File: src/rtl/sratd_pkg.sv
// shared types, constants and helper functions for the radix-to-ascii converter
package sratd_pkg;

  localparam int VALUE_W          = 32;
  localparam int RADIX_W          = 5;
  localparam int DIGIT_W          = 4;
  localparam int CHAR_W           = 7;
  localparam int OUT_DATA_W       = 8;
  localparam int MAX_DIGITS_DEF   = 32;
  localparam int QUEUE_DEPTH      = 2;
  localparam int QUEUE_PTR_W      = $clog2(QUEUE_DEPTH);
  localparam int QUEUE_CNT_W      = $clog2(QUEUE_DEPTH + 1);
  localparam int DIV_STEPS        = 8;
  localparam int DIV_CYCLES       = VALUE_W / DIV_STEPS;
  localparam int DIV_STEP_W       = $clog2(DIV_CYCLES);

  localparam logic [RADIX_W-1:0] RADIX_RESET = 5'd10;
  localparam logic [RADIX_W-1:0] RADIX_MIN   = 5'd2;
  localparam logic [RADIX_W-1:0] RADIX_MAX   = 5'd16;

  localparam logic [CHAR_W-1:0] CH_ZERO    = 7'h30;
  localparam logic [CHAR_W-1:0] CH_UPPER_A = 7'h41;
  localparam logic [CHAR_W-1:0] CH_MINUS   = 7'h2D;

  typedef struct packed {
    logic               neg;
    logic [VALUE_W-1:0] mag;
  } item_t;

  function automatic logic [RADIX_W-1:0] eff_radix(input logic [RADIX_W-1:0] r);
    logic [RADIX_W-1:0] res;
    res = r;
    if (r < RADIX_MIN) begin
      res = RADIX_MIN;
    end else if (r > RADIX_MAX) begin
      res = RADIX_MAX;
    end
    return res;
  endfunction

  function automatic logic [CHAR_W-1:0] digit_char(input logic [DIGIT_W-1:0] d);
    logic [CHAR_W-1:0] res;
    if (d < 4'd10) begin
      res = CH_ZERO + {3'b000, d};
    end else begin
      res = CH_UPPER_A + {3'b000, d - 4'd10};
    end
    return res;
  endfunction

endpackage

File: src/rtl/sratd_front.sv
// input side: accepts values, splits sign and magnitude, holds them in a small queue
module sratd_front (
  input  logic                            clk,
  input  logic                            rst_n,
  input  logic                            in_tvalid,
  output logic                            in_tready,
  input  logic [sratd_pkg::VALUE_W-1:0]   in_tdata,   // value
  output logic                            q_valid,
  input  logic                            q_ready,
  output sratd_pkg::item_t                q_item
);
  import sratd_pkg::*;

  item_t                  entry_r [QUEUE_DEPTH];
  logic [QUEUE_PTR_W-1:0] wr_ptr_r, wr_ptr_nxt;
  logic [QUEUE_PTR_W-1:0] rd_ptr_r, rd_ptr_nxt;
  logic [QUEUE_CNT_W-1:0] count_r, count_nxt;
  logic                   push, pop;
  item_t                  new_item;

  assign in_tready = (count_r < QUEUE_CNT_W'(QUEUE_DEPTH));
  assign q_valid   = (count_r != '0);
  assign q_item    = entry_r[rd_ptr_r];
  assign push      = in_tvalid && in_tready;
  assign pop       = q_valid && q_ready;

  always_comb begin
    new_item.neg = in_tdata[VALUE_W-1];
    new_item.mag = in_tdata[VALUE_W-1] ? (VALUE_W'(0) - in_tdata) : in_tdata;
  end

  always_comb begin
    wr_ptr_nxt = wr_ptr_r;
    rd_ptr_nxt = rd_ptr_r;
    count_nxt  = count_r;
    if (push) begin
      wr_ptr_nxt = (wr_ptr_r == QUEUE_PTR_W'(QUEUE_DEPTH - 1)) ? '0 : wr_ptr_r + 1'b1;
    end
    if (pop) begin
      rd_ptr_nxt = (rd_ptr_r == QUEUE_PTR_W'(QUEUE_DEPTH - 1)) ? '0 : rd_ptr_r + 1'b1;
    end
    if (push && !pop) begin
      count_nxt = count_r + 1'b1;
    end else if (pop && !push) begin
      count_nxt = count_r - 1'b1;
    end
  end

  always_ff @(posedge clk) begin
    if (!rst_n) begin
      wr_ptr_r <= '0;
      rd_ptr_r <= '0;
      count_r  <= '0;
    end else begin
      wr_ptr_r <= wr_ptr_nxt;
      rd_ptr_r <= rd_ptr_nxt;
      count_r  <= count_nxt;
    end
  end

  always_ff @(posedge clk) begin
    if (push) begin
      entry_r[wr_ptr_r] <= new_item;
    end
  end

endmodule

File: src/rtl/sratd_back.sv
// output side: digit-by-digit long division into the digit store, then character emission
module sratd_back #(
  parameter int MAX_DIGITS = sratd_pkg::MAX_DIGITS_DEF
) (
  input  logic                            clk,
  input  logic                            rst_n,
  input  logic [sratd_pkg::RADIX_W-1:0]   radix,
  input  logic                            q_valid,
  output logic                            q_ready,
  input  sratd_pkg::item_t                q_item,
  output logic                            out_tvalid,
  input  logic                            out_tready,
  output logic [sratd_pkg::CHAR_W-1:0]    out_char,
  output logic                            out_last
);
  import sratd_pkg::*;

  localparam int AW = $clog2(MAX_DIGITS);
  localparam int CW = $clog2(MAX_DIGITS + 1);

  typedef enum logic [4:0] {
    ST_IDLE = 5'b00001,
    ST_DIV  = 5'b00010,
    ST_SIGN = 5'b00100,
    ST_READ = 5'b01000,
    ST_EMIT = 5'b10000
  } state_t;

  state_t              state_r, state_nxt;
  logic [VALUE_W-1:0]  work_r, work_nxt;
  logic [DIGIT_W-1:0]  rem_r, rem_nxt;
  logic [DIV_STEP_W-1:0] step_r, step_nxt;
  logic                neg_r, neg_nxt;
  logic [CW-1:0]       cnt_r, cnt_nxt;
  logic [AW-1:0]       idx_r, idx_nxt;
  logic                out_valid_r, out_valid_nxt;
  logic [CHAR_W-1:0]   out_char_r, out_char_nxt;
  logic                out_last_r, out_last_nxt;
  logic [DIGIT_W-1:0]  digit_mem [MAX_DIGITS];
  logic [DIGIT_W-1:0]  rd_data_r;

  logic [RADIX_W-1:0]  rem_v;
  logic [VALUE_W-1:0]  work_v;
  logic                mem_we;
  logic                slot_free;
  logic                store_room;
  logic [CW-1:0]       cnt_done;

  assign q_ready    = (state_r == ST_IDLE);
  assign out_tvalid = out_valid_r;
  assign out_char   = out_char_r;
  assign out_last   = out_last_r;
  assign slot_free  = !out_valid_r || out_tready;
  assign store_room = (cnt_r < CW'(MAX_DIGITS));

  // eight restoring-division steps per cycle, remainder stays below twice the radix
  always_comb begin
    rem_v  = {1'b0, rem_r};
    work_v = work_r;
    for (int i = 0; i < DIV_STEPS; i++) begin
      rem_v  = {rem_v[DIGIT_W-1:0], work_v[VALUE_W-1]};
      work_v = {work_v[VALUE_W-2:0], 1'b0};
      if (rem_v >= radix) begin
        rem_v     = rem_v - radix;
        work_v[0] = 1'b1;
      end
    end
  end

  always_comb begin
    state_nxt     = state_r;
    work_nxt      = work_r;
    rem_nxt       = rem_r;
    step_nxt      = step_r;
    neg_nxt       = neg_r;
    cnt_nxt       = cnt_r;
    idx_nxt       = idx_r;
    out_valid_nxt = out_valid_r && !out_tready;
    out_char_nxt  = out_char_r;
    out_last_nxt  = out_last_r;
    mem_we        = 1'b0;
    cnt_done      = store_room ? cnt_r + 1'b1 : cnt_r;
    unique case (state_r)
      ST_IDLE: begin
        if (q_valid) begin
          work_nxt  = q_item.mag;
          neg_nxt   = q_item.neg;
          rem_nxt   = '0;
          step_nxt  = '0;
          cnt_nxt   = '0;
          state_nxt = ST_DIV;
        end
      end
      ST_DIV: begin
        work_nxt = work_v;
        if (step_r == DIV_STEP_W'(DIV_CYCLES - 1)) begin
          mem_we   = store_room;
          cnt_nxt  = cnt_done;
          rem_nxt  = '0;
          step_nxt = '0;
          if (work_v == '0) begin
            idx_nxt   = AW'(cnt_done - 1'b1);
            state_nxt = neg_r ? ST_SIGN : ST_READ;
          end
        end else begin
          rem_nxt  = rem_v[DIGIT_W-1:0];
          step_nxt = step_r + 1'b1;
        end
      end
      ST_SIGN: begin
        if (slot_free) begin
          out_valid_nxt = 1'b1;
          out_char_nxt  = CH_MINUS;
          out_last_nxt  = 1'b0;
          state_nxt     = ST_READ;
        end
      end
      ST_READ: begin
        state_nxt = ST_EMIT;
      end
      ST_EMIT: begin
        if (slot_free) begin
          out_valid_nxt = 1'b1;
          out_char_nxt  = digit_char(rd_data_r);
          out_last_nxt  = (idx_r == '0);
          if (idx_r == '0) begin
            state_nxt = ST_IDLE;
          end else begin
            idx_nxt   = idx_r - 1'b1;
            state_nxt = ST_READ;
          end
        end
      end
      default: begin
        state_nxt = ST_IDLE;
      end
    endcase
  end

  always_ff @(posedge clk) begin
    if (!rst_n) begin
      state_r     <= ST_IDLE;
      step_r      <= '0;
      cnt_r       <= '0;
      out_valid_r <= 1'b0;
    end else begin
      state_r     <= state_nxt;
      step_r      <= step_nxt;
      cnt_r       <= cnt_nxt;
      out_valid_r <= out_valid_nxt;
    end
  end

  always_ff @(posedge clk) begin
    work_r     <= work_nxt;
    rem_r      <= rem_nxt;
    neg_r      <= neg_nxt;
    idx_r      <= idx_nxt;
    out_char_r <= out_char_nxt;
    out_last_r <= out_last_nxt;
  end

  // digit store, least significant digit at entry zero
  always_ff @(posedge clk) begin
    if (mem_we) begin
      digit_mem[cnt_r[AW-1:0]] <= rem_v[DIGIT_W-1:0];
    end
    rd_data_r <= digit_mem[idx_r];
  end

endmodule

File: src/rtl/signed_radix_to_ascii_digits.sv
// top level: signed integer to ascii digit string in a configurable radix
// digits come one per long division of the 32-bit magnitude, 8 quotient bits per cycle,
//   and go out most significant first, after a minus sign for a negative value;
//   output stalls hold the emitter, and a two-entry input queue takes new values while
//   the divider and emitter are busy
// reset (rst_n low, synchronous): queue and control cleared, radix back to 10,
//   digit store contents left as they are
module signed_radix_to_ascii_digits #(
  parameter int MAX_DIGITS = sratd_pkg::MAX_DIGITS_DEF
) (
  input  logic                              clk,
  input  logic                              rst_n,
  input  logic                              in_tvalid,
  output logic                              in_tready,
  input  logic [sratd_pkg::VALUE_W-1:0]     in_tdata,   // value
  output logic                              out_tvalid,
  input  logic                              out_tready,
  output logic [sratd_pkg::OUT_DATA_W-1:0]  out_tdata,  // character, zero pad bit
  output logic                              out_tlast,  // final_char
  input  logic                              cfg_we,
  input  logic [sratd_pkg::RADIX_W-1:0]     cfg_wdata   // radix
);
  import sratd_pkg::*;

  logic [RADIX_W-1:0] radix_r;
  logic               q_valid;
  logic               q_ready;
  item_t              q_item;
  logic [CHAR_W-1:0]  out_char;

  always_ff @(posedge clk) begin
    if (!rst_n) begin
      radix_r <= RADIX_RESET;
    end else if (cfg_we) begin
      radix_r <= cfg_wdata;
    end
  end

  sratd_front u_front (
    .clk       (clk),
    .rst_n     (rst_n),
    .in_tvalid (in_tvalid),
    .in_tready (in_tready),
    .in_tdata  (in_tdata),
    .q_valid   (q_valid),
    .q_ready   (q_ready),
    .q_item    (q_item)
  );

  sratd_back #(
    .MAX_DIGITS (MAX_DIGITS)
  ) u_back (
    .clk        (clk),
    .rst_n      (rst_n),
    .radix      (eff_radix(radix_r)),
    .q_valid    (q_valid),
    .q_ready    (q_ready),
    .q_item     (q_item),
    .out_tvalid (out_tvalid),
    .out_tready (out_tready),
    .out_char   (out_char),
    .out_last   (out_tlast)
  );

  assign out_tdata = {{(OUT_DATA_W - CHAR_W){1'b0}}, out_char};

endmodule

File: config.mk
export PLATFORM = sky130hd
export DESIGN_NAME = signed_radix_to_ascii_digits
export DESIGN_NICKNAME = d
export VERILOG_FILES = /design/src/rtl/sratd_pkg.sv /design/src/rtl/sratd_front.sv /design/src/rtl/sratd_back.sv /design/src/rtl/signed_radix_to_ascii_digits.sv
export SDC_FILE = /design/constraint.sdc
export NUM_CORES = 1
export LEC_CHECK = 0
export ABC_CLOCK_PERIOD_IN_PS = 13040
export BUFFER_PORTS_ARGS = -buffer_cell sky130_fd_sc_hd__buf_2
export CAP_MARGIN = 15
export CORE_UTILIZATION = 30
export CTS_CLUSTER_DIAMETER = 100
export CTS_CLUSTER_SIZE = 10
export DETAILED_ROUTE_END_ITERATION = 8
export PLACE_DENSITY_LB_ADDON = 0.05
export SLEW_MARGIN = 20
export SYNTH_ARGS = -nofsm -noshare
export SYNTH_HDL_FRONTEND = slang
export SYNTH_HIERARCHICAL = 1
export SYNTH_SLANG_ARGS = --single-unit
File: constraint.sdc
create_clock -name clk -period 13.04 [get_ports clk]
set_clock_uncertainty 0.1 [all_clocks]
set_input_delay 3.912 -clock clk [delete_from_list [all_inputs] [get_ports clk]]
set_output_delay 3.912 -clock clk [all_outputs]
set_load 0.02 [all_outputs]
==> results of run 1 <==
## metal layers
layer | vias to the layer above | GRT usage, %
met4 | 0 | 3.74
met1 | 3993 | 21.6
met2 | 136 | 22.2
met3 | 33 | 2.27
met5 | - | 0
li1 | 3971 | -
## layout make-up
cell class              count  area share [%]
flip-flops and latches    272            51.0
multi-input cells         672            34.7
clock buffers              56            5.62
well taps                 592            4.79
repair buffers             72            2.67
inverters                  42            1.02
clock inverters             2           0.186
diodes                      1          0.0162
## how the worst min path moves through the flow
stage	from	endpoint
3_5_place_dp	u_back/step_r[1]	u_back/step_r[1]
4_1_cts	u_back/step_r[1]	u_back/step_r[1]
5_1_grt	u_back/step_r[1]	u_back/step_r[1]
6_report	u_back/step_r[1]	u_back/step_r[1]
2_1_floorplan	radix_r[1]	radix_r[1]
3_3_place_gp	u_back/step_r[1]	u_back/step_r[1]
## metrics by stage
step           hold slack [ps]  setup slack (ps)  utilization (%)
4_1_cts                    386               388             34.8
5_1_grt                    438               104             34.8
3_5_place_dp               377               451             32.7
6_report                   383              1340             34.8
3_3_place_gp               367               692             32.7
2_1_floorplan              355              1130                -
## layout by cell type, fill, tap and decap left out, types with 6 or more instances in the layout
cell,n
edfxtp_1,244
nand2_1,136
nor2_1,63
buf_2,51
ha_1,50
xnor2_1,45
mux2_2,44
inv_1,42
mux4_2,40
a21oi_1,35
clkbuf_16,31
dfxtp_1,28
o21ai_0,26
clkbuf_1,25
buf_4,21
nor2b_1,19
a21o_1,14
mux2i_1,13
nand2b_1,13
xor2_1,12
nand3_1,12
o31ai_1,12
nor3_1,11
fa_1,8
and2_1,7
nand3b_1,7
nor4_1,7
a211oi_1,6
or3_1,6
nand4_1,6
## worst register-to-register path: cells and delay by family (launching register included)
kind	cells	cell delay, ps
compound gates	21	4500
fa+ha+maj	8	2520
mux	6	2300
simple gates	7	1070
buf+inv	4	530
flops	1	330
## sequential cells by signal (all words and copies together) (netlist names), 5 cells and up, named ones only
| signal | flops |
|---|---|
| u_back/cnt_r | 6 |
| u_back/out_char | 7 |
| u_back/idx_r | 5 |
| u_back/state_r | 5 |
| radix_r | 5 |
| u_front/entry_r | 66 |
| u_back/work_r | 32 |
| u_back/digit_mem | 128 |
## cells by family (layout without fill, tap and decap cells)
kind of cell | after synthesis | after routing | synth area share, %
AOI/OAI and AO/OA | 145 | 145 | 7.34
other | 1 | 2 | 0.0277
adders and majority gates | 58 | 58 | 5.80
DFF | 272 | 272 | 58.2
xor gates and xnor gates | 57 | 57 | 3.69
muxes | 97 | 97 | 11.3
buffers and inverters | 80 | 172 | 2.55
and+or+nand+nor | 314 | 314 | 11.1
==> flow_metrics.py, run 1 <==
metrics = {
    "run_status": {
        "status": "completed",
    },
    "worst_setup_path": {
        "max_stage_delay_ps": 430,
        "r2r_start": "radix_r[2]",
        "crit_path_start_kind": "flop",
        "crit_end": "u_back/idx_r[4]",
        "endpoint_kind": "flop",
        "path_class": "reg -> reg",
        "worst_path_most_repeated_cell": "ha_1",
        "cp_num_cells": 46,
        "crit_buf_inv": 4,
        "cp_top_family": "compound AO/OA/AOI/OAI gates",
        "startpoint": "radix_r[2]",
        "worstPathMaxFanout": 10,
        "cp_slowest_cell": "mux2i_1",
        "r2r_slack_ps": 1340,
        "rr_endpoint": "u_back/idx_r[4]",
        "reg2reg_depth": 46,
        "arrival_ps": 11830,
        "cp.required_ps": 13170,
    },
    "clocking": {
        "cts_buffers": 31,
        "htree_levels": 1,
        "cts.reportedPaths.clkPinSlew_ps": 60,
        "root_buffer": "clkbuf_16",
        "cts_resized": 0,
        "hold_buffers": 0,
        "post_cts_buffers": 0,
        "clockBufferDepth": 3,
        "cts.sinks": 272,
        "clk_latency_ps": 580,
        "cts_tree": "built",
    },
    "yosys": {
        "synth_cells": 1024,
        "synth_nets": 1124,
        "synth_enable_flop_cells": 244,
        "async_reset_ff_share_pct": 0,
        "ys.flop_type": "edfxtp_1",
        "ys_ff_latch": 272,
        "synth_top_area_share_pct": 54.1,
        "ys_top_cells_by_count": "edfxtp_1, nand2_1, nor2_1",
        "avgSynthCellArea_sq_um": 13.2,
        "synthTopCellsByArea": "edfxtp_1, mux4_2, ha_1",
        "synth_top_cell_by_area": "edfxtp_1",
        "ys_seq_area_share_pct": 58.2,
        "yosysMostFrequentCell": "edfxtp_1",
        "syn_area_sq_um": 13500,
        "yosysWarnings": 6,
        "ys_types": 66,
    },
    "global_route": {
        "grt_use_total_pct": 14.6,
        "antenna_found_initial": 1,
        "grt_pass1_vias": 8355,
        "grt_max_degree": 47,
        "grt_overflow_total": 0,
        "grt_pass1_wl_um": 51700,
    },
    "layout": {
        "multi_input_area_sq_um": 5360,
        "fin_area_sq_um": 15500,
        "finalNonFillerCells": 1709,
        "drive_above_1_share_pct": 19.2,
        "nFillCells": 4319,
        "syn_to_final_growth_pct": 14.1,
        "regArea_sq_um": 7890,
        "nNetsFinal": 1191,
    },
    "timing": {
        "maxSlewViolCount": 0,
        "setup_viol": 0,
        "fin_crit_sh_pct": 89.7,
        "timing.setup.tns_ps": 0,
        "max-slew-margin-rel_pct": 51.2,
        "fmaxAchievable_ghz": 0.0855,
        "hold_viol_final": 0,
        "worst_pin_slew_ps": 732,
        "period_needed_ps": 11700,
        "rsz0062_at_grt": "no",
    },
    "detailed_routing": {
        "drtPass1Iterations": 5,
        "wl_per_cell_um": 19.3,
        "ant_nets": 0,
        "wl_met3_um": 1240,
        "drt-total-wl_um": 33000,
        "routed.top_layer": "met4",
        "drtIter0Drc": 434,
        "wl_met2_um": 14600,
        "m1WireLength_um": 16700,
        "via_per_inst": 4.76,
        "vias": 8133,
        "drt_drc_violations_left": 0,
    },
    "die": {
        "core_area_sq_um": 44400,
        "die_x_um": 215,
        "rows": 77,
        "die_area_sq_um": 46000,
        "initial_core_util_pct": 30.5,
        "ios": 53,
        "die_h_um": 215,
    },
    "hold_path": {
        "hp-class": "reg -> reg",
        "worstHoldPathCells": 2,
    },
    "place": {
        "dp.cells": 1650,
        "port_buffers": 51,
        "place_area_sq_um": 14500,
        "dp_hpwl_um": 22300,
        "gp_congestion": 0.782,
    },
    "job": {
        "drv_cap": 0,
    },
}
Power of run 1 is left out: the tool's default activity adds up to more than one toggle a clock period on the data nets, which glitch-free logic cannot reach.
==> inputs of run 2 (changes only) <==
--- a/config.mk
+++ b/config.mk
@@ -5,7 +5,7 @@
 export SDC_FILE = /design/constraint.sdc
 export NUM_CORES = 1
 export LEC_CHECK = 0
-export ABC_CLOCK_PERIOD_IN_PS = 13040
+export ABC_CLOCK_PERIOD_IN_PS = 11000
 export BUFFER_PORTS_ARGS = -buffer_cell sky130_fd_sc_hd__buf_2
 export CAP_MARGIN = 15
 export CORE_UTILIZATION = 30
==> constraint.sdc (replaced) <==
create_clock -name clk -period 11 [get_ports clk]
set_clock_uncertainty 0.1 [all_clocks]
set_input_delay 3.3 -clock clk [delete_from_list [all_inputs] [get_ports clk]]
set_output_delay 3.3 -clock clk [all_outputs]
set_load 0.02 [all_outputs]
==> run 2 against run 1 <==
Flip-flop and latch count is the same. Wire length grew 1.7%. Maximum frequency grew 12%. Critical path depth grew 2. Critical path type unchanged.
==> flow_metrics.py, run 2 (synthesized netlist as in run 1, its figures left out) <==
metrics = {
    "die": {
        "core_area_sq_um": 44400,
        "die_x_um": 215,
        "die_area_sq_um": 46000,
        "ios": 53,
        "rows": 77,
        "initial_core_util_pct": 30.5,
        "die_h_um": 215,
    },
    "job": {
        "drv_cap": 0,
    },
    "detailed_routing": {
        "wl_per_cell_um": 19.1,
        "drt_drc_violations_left": 0,
        "drtIter0Drc": 468,
        "drtPass1Iterations": 5,
        "m1WireLength_um": 15600,
        "ant_nets": 0,
        "wl_met2_um": 16500,
        "vias": 8435,
        "wl_met3_um": 869,
        "routed.top_layer": "met4",
        "via_per_inst": 4.80,
        "drt-total-wl_um": 33600,
    },
    "layout": {
        "final_common_cell": "edfxtp_1",
        "nNetsFinal": 1248,
        "final_cell_mix": "edfxtp_1, nand2_1, buf_4, nor2_1, buf_2",
        "drive_above_1_share_pct": 27.7,
        "nFillCells": 4317,
        "largest_reg_flops": 128,
        "syn_to_final_growth_pct": 20.5,
        "diodes": 0,
    },
    "global_route": {
        "antenna_found_initial": 0,
        "grt_use_total_pct": 14.6,
        "grt_pass1_wl_um": 51500,
        "grt_overflow_total": 0,
        "grt_max_degree": 46,
        "grt_pass1_vias": 8525,
    },
    "worst_setup_path": {
        "cp_slowest_cell": "or3_1",
        "max_stage_delay_ps": 380,
        "worstPathMaxFanout": 8,
        "startpoint": "radix_r[2]",
        "endpoint_kind": "flop",
        "r2r_start": "radix_r[2]",
        "crit_buf_inv": 7,
        "cp_top_family": "compound AO/OA/AOI/OAI gates",
        "arrival_ps": 10640,
        "crit_path_start_kind": "flop",
        "path_class": "reg -> reg",
        "worst_path_most_repeated_cell": "ha_1",
        "cp.required_ps": 11180,
    },
    "timing": {
        "finalWorstSetupSlack_ps": 540,
        "max-slew-margin-rel_pct": 40.3,
        "maxSlewViolCount": 0,
        "holdWs_ps": 385,
        "worst_pin_slew_ps": 895,
        "fmaxAchievable_ghz": 0.0956,
        "hold_viol_final": 0,
        "period_needed_ps": 10460,
        "setup_viol": 0,
        "fin_crit_sh_pct": 95.1,
    },
    "hold_path": {
        "hp-class": "reg -> reg",
        "hp-start": "u_back/step_r[1]",
    },
    "clocking": {
        "hold_buffers": 0,
        "cts.sinks": 272,
        "root_buffer": "clkbuf_16",
        "cts_buffers": 31,
        "clk_latency_ps": 590,
        "htree_levels": 1,
        "cts_tree": "built",
        "cts.reportedPaths.clkPinSlew_ps": 60,
        "clockBufferDepth": 3,
    },
    "place": {
        "dp_hpwl_um": 22300,
        "port_buffers": 51,
        "dp_slack_ps": -277,
        "gp_congestion": 0.743,
    },
    "run_status": {
        "status": "completed",
    },
}
run 2: layout make-up:
cell class | instances | area (sq um) | share of cell area [%]
sequential | 272 | 7890 | 48.4
multi-input combinational | 673 | 5740 | 35.2
timing repair buffer | 128 | 906 | 5.55
clock buffer | 46 | 853 | 5.23
tap | 592 | 741 | 4.54
inverter | 42 | 161 | 0.989
clock inverter | 3 | 27.5 | 0.169
run 2: worst register-to-register path, delay by kind of cell, from the launching register on:
| kind | cells | cell delay, ps |
|---|---|---|
| fa+ha+maj | 8 | 2240 |
| flops | 1 | 350 |
| simple gates | 9 | 1400 |
| compound gates | 21 | 4220 |
| buf+inv | 7 | 970 |
| mux | 3 | 860 |
run 2: worst paths after layout:
path	endpoint	slack [ps]	cells after the start
min	u_back/step_r[1]	380	2
max reg2reg	u_back/idx_r[2]	540	48
max	u_back/idx_r[2]	540	48
min reg2reg	u_back/step_r[1]	380	2
run 2: per-layer routing:
layer,GRT usage [%],up-vias
met5,0,-
met4,2.95,0
li1,-,4073
met1,19.5,4197
met2,25.0,125
met3,2.03,40
run 2: per-stage QoR:
stage / TNS, ps / instances / cell area [sq um] / utilization, %
after floorplan: 0 / 1024 / 13600 / -
after global placement: -546 / 1679 / 14800 / 33.3
after detailed placement: -7580 / 1679 / 14800 / 33.3
after CTS: 0 / 1730 / 15700 / 35.4
after global routing: -1910 / 1756 / 16300 / 36.8
final: 0 / 1756 / 16300 / 36.8
run 2: timing repair:
item / in CTS / in global routing
buffers inserted: 1 / 24
endpoints found under the setup margin: 37 / 141
cloned: 1 / 1
gates resized for setup: 6 / 66
pin swaps: 1 / 38
Power of run 2 is left out for the same reason.
